**src/rtl/oaht_pkg.sv**
```systemverilog
package oaht_pkg;

    // request action codes
    localparam logic [1:0] ACT_SET = 2'd0;
    localparam logic [1:0] ACT_GET = 2'd1;
    localparam logic [1:0] ACT_DEL = 2'd2;

    // result status codes
    localparam logic [1:0] RES_OK   = 2'd0;
    localparam logic [1:0] RES_MISS = 2'd1;
    localparam logic [1:0] RES_FULL = 2'd2;

    typedef enum logic [1:0] {
        OP_SET,
        OP_GET,
        OP_DEL,
        OP_NOP
    } t_op;

    typedef enum logic [1:0] {
        SLOT_EMPTY,
        SLOT_LIVE,
        SLOT_TOMB
    } t_slot_st;

    typedef enum logic [1:0] {
        F_IDLE,
        F_MOD,
        F_HOLD
    } t_fstate;

    typedef enum logic [1:0] {
        B_CLEAR,
        B_IDLE,
        B_PROBE,
        B_DONE
    } t_bstate;

    typedef struct packed {
        logic [1:0]  action;
        logic [31:0] key_id;
        logic [31:0] key_hash;
        logic [63:0] write_value;
    } t_in_item;

    typedef struct packed {
        logic [1:0]  status;
        logic        key_added;
        logic [63:0] read_value;
    } t_out_item;

    typedef struct packed {
        t_op         op;
        logic [31:0] key_id;
        logic [63:0] write_value;
    } t_req;

endpackage

```
**src/rtl/oaht_front.sv**
```systemverilog
module oaht_front #(
    parameter int TABLE_SLOTS = 64,
    localparam int IW = $clog2(TABLE_SLOTS)
) (
    input  logic                i_clk,
    input  logic                i_rst_n,
    input  logic                i_in_valid,
    output logic                o_in_stall,
    input  oaht_pkg::t_in_item  i_in_data,
    input  logic                i_hold,
    output logic                o_q_push,
    input  logic                i_q_full,
    output oaht_pkg::t_req      o_q_req,
    output logic [IW-1:0]       o_q_idx
);

    // one hash byte folded into the running remainder
    function automatic logic [IW-1:0] mod_step(input logic [IW-1:0] rem, input logic [7:0] dig);
        logic [IW+7:0] x;
        x = {rem, dig};
        for (int k = 7; k >= 0; k--) begin
            if (x >= ((IW+8)'(TABLE_SLOTS) << k)) begin
                x = x - ((IW+8)'(TABLE_SLOTS) << k);
            end
        end
        return x[IW-1:0];
    endfunction

    oaht_pkg::t_fstate r_state, n_state;
    logic [1:0]        r_byte, n_byte;
    logic [IW-1:0]     r_rem, n_rem;
    logic [31:0]       r_hash, n_hash;
    oaht_pkg::t_req    r_req, n_req;
    logic [IW-1:0]     step_rem;
    logic              free;
    logic              accept;

    assign step_rem = mod_step(r_rem, r_hash[{~r_byte, 3'b000} +: 8]);

    always_ff @(posedge i_clk) begin
        if (!i_rst_n) begin
            r_state <= oaht_pkg::F_IDLE;
        end else begin
            r_state <= n_state;
        end
        r_byte <= n_byte;
        r_rem  <= n_rem;
        r_hash <= n_hash;
        r_req  <= n_req;
    end

    always_comb begin
        n_state  = r_state;
        n_byte   = r_byte;
        n_rem    = r_rem;
        n_hash   = r_hash;
        n_req    = r_req;
        free     = 1'b0;
        o_q_push = 1'b0;
        o_q_req  = r_req;
        o_q_idx  = step_rem;
        unique case (r_state)
            oaht_pkg::F_IDLE: begin
                free = 1'b1;
            end
            oaht_pkg::F_MOD: begin
                n_rem  = step_rem;
                n_byte = r_byte + 2'd1;
                if (r_byte == 2'd3) begin
                    if (!i_q_full) begin
                        o_q_push = 1'b1;
                        free     = 1'b1;
                        n_state  = oaht_pkg::F_IDLE;
                    end else begin
                        n_state = oaht_pkg::F_HOLD;
                    end
                end
            end
            oaht_pkg::F_HOLD: begin
                o_q_idx = r_rem;
                if (!i_q_full) begin
                    o_q_push = 1'b1;
                    free     = 1'b1;
                    n_state  = oaht_pkg::F_IDLE;
                end
            end
            default: begin
                n_state = oaht_pkg::F_IDLE;
            end
        endcase

        o_in_stall = !free || i_hold;
        accept     = i_in_valid && !o_in_stall;

        if (accept) begin
            n_state           = oaht_pkg::F_MOD;
            n_byte            = 2'd0;
            n_rem             = '0;
            n_hash            = i_in_data.key_hash;
            n_req.key_id      = i_in_data.key_id;
            n_req.write_value = i_in_data.write_value;
            unique case (i_in_data.action)
                oaht_pkg::ACT_SET: n_req.op = oaht_pkg::OP_SET;
                oaht_pkg::ACT_GET: n_req.op = oaht_pkg::OP_GET;
                oaht_pkg::ACT_DEL: n_req.op = oaht_pkg::OP_DEL;
                default:           n_req.op = oaht_pkg::OP_NOP;
            endcase
        end
    end

endmodule

```
**config.mk**
```make
export PLATFORM = sky130hd
export DESIGN_NAME = oaht_front
export DESIGN_NICKNAME = d
export VERILOG_FILES = /design/src/rtl/oaht_pkg.sv /design/src/rtl/oaht_front.sv
export SDC_FILE = /design/constraint.sdc
export NUM_CORES = 1
export LEC_CHECK = 0
export BUFFER_PORTS_ARGS = -buffer_cell sky130_fd_sc_hd__buf_2
export CELL_PAD_IN_SITES_DETAIL_PLACEMENT = 1
export CELL_PAD_IN_SITES_GLOBAL_PLACEMENT = 1
export CORE_ASPECT_RATIO = 1.5
export CORE_MARGIN = 10
export CORE_UTILIZATION = 40
export CTS_BUF_LIST = sky130_fd_sc_hd__clkbuf_4 sky130_fd_sc_hd__clkbuf_8
export DETAILED_ROUTE_END_ITERATION = 16
export GPL_ROUTABILITY_DRIVEN = 0
export GPL_TIMING_DRIVEN = 0
export HOLD_SLACK_MARGIN = 0.1
export PLACE_DENSITY = 0.93
export SETUP_SLACK_MARGIN = 0.5
export SLEW_MARGIN = 15
export SYNTH_ARGS = -nofsm -noshare
export SYNTH_HDL_FRONTEND = slang
export SYNTH_SLANG_ARGS = --single-unit
```
**constraint.sdc**
```tcl
create_clock -name i_clk -period 5.08 [get_ports i_clk]
set_input_delay 1.016 -clock i_clk [delete_from_list [all_inputs] [get_ports i_clk]]
set_output_delay 1.016 -clock i_clk [all_outputs]
set_load 0.05 [all_outputs]
```
==> summary.txt <==
Clock network
  – Post-CTS Setup Bufs: 0
  – Number of H-tree levels: 4
  – Skew-Pair Late Insertion Delay: 0.42 ns
  – Sink Count: 132
  – CTS resizes: 0
  – CTS tree: built
  – Hold_buf cts: 0
  – CTS buffer count: 17
  – CTS Buffer Depth: 2
  – Clk root buf: clkbuf_8
  – CTS clk-pin slew, worst paths: 0.07 ns

Finish
  – Final core occ: 56.5%
  – Design area: 6250 µm²
  – Commonest cells after routing, fill and taps aside: buf_2, edfxtp_1, clkbuf_8
  – Ratio of cells with drive above 1 in the final layout: 58.0%
  – Area Growth Syn to Fin: 37.7%
  – Most common cell after layout, fill and taps aside: buf_2
  – Total Nets Final: 608

Synthesis
  – Syn nets: 358
  – Number of library cell types mapped by synthesis: 30
  – Warnings from Yosys: 0
  – Seq/Total Area, Yosys: 85.2%
  – Synthesized area per cell: 20.8 µm²
  – Synth Instances: 218
  – Yosys reg bits: 132
  – Synthesized area: 4540 µm²
  – Area leader, netlist: edfxtp_1
  – Synth top area share: 80.8%
  – Dominant cells by area after synthesis: edfxtp_1, dfxtp_1, mux2_4, mux2i_1, ha_1

Global routing
  – Initial antenna violation count: 1
  – Global-route wire length before repair: 19700 µm
  – Pin count of the biggest net entering global routing: 74
  – GR Overflow Total: 0
  – Vias in the first global route: 3474
  – Total track usage: 16.7%

STA
  – Slew HR: 63.4%
  – Clk_skew: 0.00703 ns
  – F_max: 0.309 GHz
  – Tightest Pin Transition: 0.548 ns
  – Setup TNS: 0 ns
  – RSZ-0062 raised after global routing: false
  – Worst Slack Setup Final: 1.85 ns
  – Count of final setup violators: 0
  – Slew Viols, Final: 0
  – Final Hold Viols: 0
  – Period minus WS final: 3.23 ns
  – Final period utilization: 63.7%

Setup path
  – R2r endpoint: o_q_req[38]
  – CP arrival: 2.22 ns
  – Crit end category: output port
  – Crit path launch: r_state[1]
  – Worst Setup EP: o_q_push
  – Critical path startpoint category: flop
  – Reg2Reg Depth: 5
  – CP Class: flop to output port
  – Register-to-register setup slack: 2.67 ns
  – Crit-path max FO: 10
  – RR Startpoint: r_byte[1]
  – CP required: 4.06 ns

Floorplanning
  – DIE WIDTH: 107 µm
  – Site row count: 47
  – Die area: 16100 µm²
  – Starting Density: 41.0%
  – Die Ht: 150 µm
  – Core Footprint: 11100 µm²
  – I/O pin count: 241

Power and ir drop
  – Clock share of power: 28.8%
  – Power per cell area: 418 nW/µm²
  – P_leak: 2.59 nW
  – Peak supply drop: 0.238 mV
  – Combinational share of power: 21.3%
  – Sw Share: 31.0%
  – NetSw: 809 µW
  – Cell internal pwr: 1.80 mW
  – Sequential power share: 49.9%

Route
  – Via density: 4.68
  – 1st-iter DRT viols: 81
  – Routed Antenna Nets: 0
  – Wirelength per Cell: 21.6 µm
  – DRC viols: 0
  – Drt first pass iters: 4
  – Drt total wl: 13600 µm
  – Via Count: 2943

Place
  – Placed cell areas: 5900 µm²
  – Worst Setup Slack post-DPL: 2.19 ns
  – Post-DP HPWL: 10600 µm
  – PortBufs: 230

Min path
  – Worst hold path type: flop to flop
  – Cell depth of the worst hold path: 2

Flow run
  – Total of max-cap violations: 0

Run status
  – Status: finished, final reports clean
-- worst min path at each step --
stage	startpoint	end
after floorplan	r_state[1]	r_state[1]
after global placement	r_state[1]	r_state[1]
after detailed placement	r_state[1]	r_state[1]
after CTS	r_state[1]	r_state[1]
after global routing	r_state[1]	r_state[1]
final	r_state[1]	r_state[1]
-- cell usage after synthesis (all sizes together) --
cell type,number
or4,1
mux2i,7
a21oi,1
and4bb,1
a211oi,2
and2b,6
edfxtp,122
clkbuf,4
mux2,12
a21o,1
buf,4
nor2b,4
o21ai,7
dfxtp,10
a221oi,6
ha,5
nor2,9
o21a,2
nor3b,1
inv,3
xnor2,1
nor4bb,1
and2,1
nand2,7
-- layout make-up --
class                      count  area, µm²
clock inverter                12       83.8
buffer                         8       46.3
sequential                   132       3860
tap                          147        184
inverter                       3       11.3
timing repair buffer         231       1180
fill                        1147       4810
clock buffer                  20        256
multi-input combinational     75        619
antenna                        1       2.50
-- critical path, stage by stage (launching register included) --
cell and delay [ns]:
dfxtp_1 0.36, inv_1 0.11, ha_1 0.22, clkbuf_1 0.42
a21oi_1 0.13, nor3b_1 0.24, buf_2 0.31
-- metrics by stage --
stage                     cells  hold WS [ns]  power (mW)
final                       629         0.573        2.61
after CTS                   628         0.585        2.64
after detailed placement    596         0.574        1.89
after global routing        628         0.607        2.71
after floorplan             218         0.494        1.71
after global placement      595         0.524        1.86
-- power groups by stage --
stage | registers, mW | logic [mW] | clock network (mW)
final | 1.30 | 0.557 | 0.752
after global routing | 1.31 | 0.589 | 0.813
after CTS | 1.30 | 0.565 | 0.777
after detailed placement | 1.32 | 0.561 | 0
after global placement | 1.32 | 0.536 | 0
after floorplan | 1.45 | 0.264 | 0
-- registers in the layout (all words and copies together) (netlist names) --
register	cells
r_byte	2
o_q_req	98
r_rem	6
r_hash	24
r_state	2
-- cell families after synthesis --
logic type,Yosys count,synth area share (%)
buffers and inverters,11,1.19
XOR/XNOR,1,0.193
AND/OR/NAND/NOR,31,3.83
multiplexers,19,5.27
flip-flops,132,85.2
AO/OA/AOI/OAI,19,2.98
adder cells (fa/ha/maj),5,1.38
-- routing by layer --
metal | routed length [µm] | vias to the layer above | global-route usage [%]
met3 | 1090 | 26 | 7.23
met1 | 4130 | 1438 | 13.6
met4 | 380 | 0 | 7.95
li1 | - | 1341 | -
met5 | 0 | - | 0
met2 | 7960 | 138 | 32.4
(Power assumes the default switching activity.)
