--- src/rtl/oaht_queue.sv ---
module oaht_queue #(
    parameter int W = 8
) (
    input  logic         i_clk,
    input  logic         i_rst_n,
    input  logic         i_push,
    input  logic [W-1:0] i_wdata,
    output logic         o_full,
    input  logic         i_pop,
    output logic [W-1:0] o_rdata,
    output logic         o_empty
);

    localparam int DEPTH = 2;
    localparam int CW    = $clog2(DEPTH + 1);

    logic [W-1:0]  r_mem [DEPTH];
    logic          r_wp, n_wp;
    logic          r_rp, n_rp;
    logic [CW-1:0] r_cnt, n_cnt;

    assign o_full  = (r_cnt == CW'(DEPTH));
    assign o_empty = (r_cnt == '0);
    assign o_rdata = r_mem[r_rp];

    always_comb begin
        n_wp  = r_wp;
        n_rp  = r_rp;
        n_cnt = r_cnt;
        if (i_push) begin
            n_wp = ~r_wp;
        end
        if (i_pop) begin
            n_rp = ~r_rp;
        end
        if (i_push && !i_pop) begin
            n_cnt = r_cnt + 1'b1;
        end else if (i_pop && !i_push) begin
            n_cnt = r_cnt - 1'b1;
        end
    end

    always_ff @(posedge i_clk) begin
        if (!i_rst_n) begin
            r_wp  <= 1'b0;
            r_rp  <= 1'b0;
            r_cnt <= '0;
        end else begin
            r_wp  <= n_wp;
            r_rp  <= n_rp;
            r_cnt <= n_cnt;
        end
        if (i_push) begin
            r_mem[r_wp] <= i_wdata;
        end
    end

endmodule

--- config.mk ---
export PLATFORM = sky130hd
export DESIGN_NAME = oaht_queue
export DESIGN_NICKNAME = d
export VERILOG_FILES = /design/src/rtl/oaht_queue.sv
export SDC_FILE = /design/constraint.sdc
export NUM_CORES = 1
export LEC_CHECK = 0
export ABC_AREA = 1
export BUFFER_PORTS_ARGS = -buffer_cell sky130_fd_sc_hd__buf_2
export CORE_ASPECT_RATIO = 0.7
export CORE_UTILIZATION = 40
export DETAILED_ROUTE_END_ITERATION = 7
export SETUP_SLACK_MARGIN = 0.3
export SLEW_MARGIN = 20
export SYNTH_ARGS = -nofsm -noshare
export SYNTH_HDL_FRONTEND = slang
export SYNTH_SLANG_ARGS = --single-unit
--- constraint.sdc ---
create_clock -name i_clk -period 2.11 [get_ports i_clk]
set_input_delay 0.1055 -clock i_clk [delete_from_list [all_inputs] [get_ports i_clk]]
set_output_delay 0.1055 -clock i_clk [all_outputs]
set_load 0.005 [all_outputs]
==> results of run 1 <==
## metrics by stage
step	power (mW)	setup slack [ns]	util, %	instances
3_5_place_dp	0.593	0.912	49.8	100
4_1_cts	0.794	0.592	55.6	112
5_1_grt	0.831	0.513	55.6	112
2_1_floorplan	0.550	1.05	-	58
6_report	0.780	0.625	55.6	112
3_3_place_gp	0.589	0.925	49.8	100
## timing repair
item | in CTS | in global routing
endpoints found under the hold margin | 16 | 0
endpoints found under the setup margin | 0 | 0
hold buffers | 8 | 0
setup buffers | 0 | 0
## area by class of cell
cell class,instances,area share [%]
well taps,22,2.65
clock buffers,3,2.17
repair buffers,29,17.8
inverters,9,3.25
clock inverters,1,0.481
flip-flops and latches,21,55.8
multi-input cells,27,17.8
## cells in the mapped netlist, types with 4 or more instances
| cell type | count |
|---|---|
| nor2_1 | 7 |
| dfxtp_1 | 5 |
| mux2_2 | 8 |
| edfxtp_1 | 16 |
| nand2_1 | 4 |
| inv_1 | 8 |
## layout by cell type (no fill, tap or decap)
master	n
dlygate4sd3_1	8
dfxtp_1	5
nand4_1	1
edfxtp_1	16
o21ai_0	1
nor2_1	7
nand2_1	4
mux2_2	8
a21oi_1	1
xnor2_1	1
inv_1	8
clkinv_2	1
nor3_1	1
clkbuf_4	3
inv_2	1
nand2_2	1
nand3_1	1
ha_1	1
buf_2	21
## critical path, stage by stage, from the launching register on
cell and delay, ns:
dfxtp_1 0.58, mux2_2 0.38, buf_2 0.13
## logic make-up (layout without fill, tap and decap cells)
kind of cell | count (synthesis) | in the layout
and+or+nand+nor | 15 | 15
AOI/OAI and AO/OA | 2 | 2
muxes | 8 | 8
DFF | 21 | 21
buffers and inverters | 10 | 42
xor gates and xnor gates | 1 | 1
adders and majority gates | 1 | 1
## flip-flops by register name (all words and copies together), names as in the netlist, named ones only
signal and cells:
r_wp 1, r_mem 16, r_rp 1, r_cnt 2
## where the power goes
group | switching (mW) | total [mW] | leakage [nW] | internal (mW)
clock network | 0.116 | 0.187 | 0.0177 | 0.0706
registers | 0.0174 | 0.490 | 0.192 | 0.473
logic | 0.0448 | 0.103 | 0.234 | 0.0586
## path summary, 6_finish.rpt
kind            endpoint     start  slack (ns)  depth (start not counted)
max reg2reg  r_mem[0][7]      r_wp        0.90                          1
min reg2reg         r_wp      r_wp        0.52                          2
max           o_rdata[5]  register        0.62                          2
min             r_cnt[1]   i_rst_n        0.04                          3
## layer usage
metal | up-vias | wire length (um) | track usage, %
met2 | 13 | 582 | 23.8
met4 | 0 | 6 | 3.75
met5 | - | 0 | 0
met1 | 233 | 618 | 16.8
met3 | 2 | 84 | 7.26
li1 | 260 | - | -
==> flow_summary.ini, run 1 <==
[sta]
rsz0062_at_grt = no
fin_tns_setup_ns = 0
finalCriticalPeriod_ns = 1.49
finalCritPeriodShare_pct = 70.4
tightestPinTransition_ns = 0.650
slew_viol_final = 0
setup_viol = 0
fin_hold_ws_ns = 0.0423
hold_violations = 0
max_freq_mhz = 673
skew_ns = 0.00633
slew_headroom_pct = 56.5

[final_layout]
design_area_sq_um = 1040
layout-drive-gt1-share_pct = 38.9
nets = 104
multi_input_area_sq_um = 185
areaGrowthSynthToFinish_pct = 29.2
nFillCells = 164
regArea_sq_um = 581
n_antenna_cell = 0

[clock_network]
clockRootBuffer = clkbuf_4
cts_resized = 0
htree_num_levels = 1
insertion_delay_ns = 0.30
clk_pin_slew_ns = 0.11
cts_buffers = 3
tritoncts = done
cts_sinks = 21
ctsLongestPathBuffers = 2

[placed_design]
place_area_sq_um = 932
hpwl_um = 916
gp_congestion = 0.634
portBuffers = 21

[die]
die_h_um = 39.5
coreArea_sq_um = 1870
start_util_pct = 43.0
die_w_um = 55.6
die_area_sq_um = 2200
row_count = 13
io_pins = 22

[grt]
grt_use_total_pct = 14.3
grt_pass1_wl_mm = 2.20
grt_remaining_overflow = 0
grt_max_degree = 13
antenna_found_initial = 0
grt_pass1_vias = 493

[synth]
synthXorXnorAreaFrac_pct = 1.09
synth_cells = 58
ys.flop_type = edfxtp_1
synth.top_cell.area_share_pct = 59.7
syn_area_sq_um = 805
synth_fa_ha_area_share_pct = 1.56
synth_edf_count = 16
yosysWarnings = 0
ys_async_sr_fraction_pct = 0
synth_top_family_by_area = multiplexers
yosysSeqAreaShare_pct = 72.2
synth_compound_area_share_pct = 1.24
ys_ff_latch = 21
synth_area_leader_cell = edfxtp_1
synth_area_per_cell_sq_um = 13.9
yosys.area_share.simple_pct = 7.93
syn_nets = 71
muxShareOfSynthArea_pct = 11.2
synth.distinct_cells = 16
synth_area_leaders = edfxtp_1 60%, dfxtp_1 12%, mux2_2 11%, inv_1 3.7%, nor2_1 3.3%

[setup_path]
worstPathArrival_ns = 1.38
crit_path_max_fanout = 8
cp-start-kind = register
worstSetupPathType = register to primary output
endpoint_kind = primary output
worstPathRequired_ns = 2.00

[routing]
post_drt_wl_per_cell_um = 11.5
vias = 508
drt-initial-drc-count = 8
final_antenna_net_count = 0
firstDrtPassIters = 3
drc_errors = 0
via_per_inst = 4.54
wirelength_mm = 1.29

[outcome]
status = complete, no violations

[worst_hold_path]
hp-class = input pin to register

[pwr]
ir_worst_vdd_v = 0.000550
p_leak_nw = 0.444
powerDensity_nw_per_um2 = 750

[flow_run]
cap_violations = 0
No activity file was read; power rests on OpenSTA's default activity.
==> run 2, diff against run 1 <==
- clock period: 2.11 -> 1.5 ns (I/O delays scaled with it)
==> run 2 against run 1 <==
Effect of this change: register-to-register slack worse by 0.42 ns; wire length fell by 4.6%; highest routed layer unchanged; largest cell class unchanged; clock skew fell by 0.0052 ns; final area increased by 8.1%; power up 45%; non-clock buffer count grew 1; setup slack got worse by 0.38 ns.
==> flow_summary.ini, run 2 (synthesis gave the netlist of run 1 again) <==
[setup_path]
crit_slowest_cell = dfxtp_4
worstPathArrival_ns = 1.18
worstSetupPathType = register to primary output
crit_chain = mux2_4, buf_2
crit_path_max_fanout = 8
endpoint_kind = primary output
cpPeakStageDelay_ns = 0.45
cp-start-kind = register
worstPathRequired_ns = 1.42

[die]
die_area_sq_um = 2200
row_count = 13
start_util_pct = 43.0
die_w_um = 55.6
coreArea_sq_um = 1870
io_pins = 22
die_h_um = 39.5

[clock_network]
cts_sinks = 21
htree_num_levels = 1
cts_setup_buffers = 0
insertion_delay_ns = 0.29
ctsLongestPathBuffers = 2
clk_pin_slew_ns = 0.10
tritoncts = done
clockRootBuffer = clkbuf_4
cts_buffers = 3

[grt]
grt_use_total_pct = 12.6
grt_remaining_overflow = 0
grt_pass1_vias = 445
antenna_found_initial = 0
grt_max_degree = 12
grt_pass1_wl_mm = 1.93

[sta]
finalCriticalPeriod_ns = 1.26
max_freq_mhz = 796
setup_viol = 0
rsz0062_at_grt = yes
timing.final.ws_setup_ns = 0.244
slew_headroom_pct = 75.4
finalCritPeriodShare_pct = 83.7
slew_viol_final = 0
tightestPinTransition_ns = 0.369
fin_tns_setup_ns = 0
hold_violations = 0
skew_ns = 0.00118

[routing]
drt-initial-drc-count = 12
vias = 502
firstDrtPassIters = 4
via_per_inst = 4.44
post_drt_wl_per_cell_um = 10.9
drc_errors = 0
final_antenna_net_count = 0
wirelength_mm = 1.23

[worst_hold_path]
hp-class = input pin to register

[final_layout]
nets = 105
layout-drive-gt1-share_pct = 39.6
reg.largest.list = r_mem x16, r_cnt x2
top_register = r_mem
final_common_cell = edfxtp_1
n_antenna_cell = 0
layout_common_cells = 16 x edfxtp_1, 14 x buf_2, 8 x inv_1, 8 x mux2_4, 8 x dlygate4sd3_1
instances_no_fill = 113
largest_register_ffs = 16
final_core_util_pct = 60.1
areaGrowthSynthToFinish_pct = 39.7

[pwr]
powerDensity_nw_per_um2 = 1010
p_leak_nw = 0.492
ir_worst_vdd_v = 0.000630

[placed_design]
gp_congestion = 0.632
placed_cells = 101
hpwl_um = 847
place_worst_setup_slack_ns = 0.393
portBuffers = 21

[flow_run]
cap_violations = 0

[outcome]
status = complete, no violations
[run 2: cell types whose count changed in the layout (fill, tap and decap cells not counted)]
cell	change
buf_2	-7
buf_4	+1
buf_6	+7
clkbuf_1	+1
clkinv_2	-1
dfxtp_1	-1
dfxtp_4	+1
mux2_2	-8
mux2_4	+8
[run 2: layout make-up]
type	instances	area, sq um
inverters	9	33.8
well taps	22	27.5
multi-input cells	27	215
repair buffers	30	236
fillers	151	747
flip-flops and latches	21	584
clock buffers	4	26.3
[run 2: critical path, delay by kind of cell (launching register included)]
kind / cells / cell delay, ns
buf+inv: 1 / 0.13
mux: 1 / 0.31
flops: 1 / 0.45
[run 2: path summary, 6_finish.rpt]
check / start / end / slack, ns / depth (start not counted)
worst max register to register: r_wp / r_mem[1][3] / 0.48 / 2
worst min-delay path: i_rst_n / r_cnt[1] / 0.04 / 3
worst min register to register: r_wp / r_wp / 0.52 / 2
worst max-delay path: register / o_rdata[0] / 0.24 / 2
[run 2: timing repair]
action / in CTS / in global routing
setup endpoints to repair: 8 / 8
gates cloned: 0 / 0
hold endpoints to repair: 16 / 0
hold buffers: 8 / 0
gates resized for setup: 2 / 15
[run 2: power by group]
group | internal [mW] | switching (mW) | total, mW | leakage (nW)
Clock | 0.103 | 0.148 | 0.251 | 0.0150
Combinational | 0.119 | 0.0685 | 0.188 | 0.284
Sequential | 0.665 | 0.0279 | 0.693 | 0.192
[run 2: metrics by stage]
step | instance area (sq um) | power [mW] | hold slack [ns]
after floorplan | 805 | 0.773 | 0.174
after global placement | 940 | 0.831 | 0.263
after detailed placement | 940 | 0.835 | 0.268
after CTS | 1050 | 1.10 | 0.0228
after global routing | 1120 | 1.20 | 0.0344
final | 1120 | 1.13 | 0.0351
[run 2: metal layers]
layer | up-vias | global-route usage [%] | wire (um)
met5 | - | 0 | 0
li1 | 262 | - | -
met1 | 224 | 15.2 | 602
met4 | 0 | 5.63 | 12
met3 | 2 | 6.27 | 66
met2 | 14 | 19.3 | 549
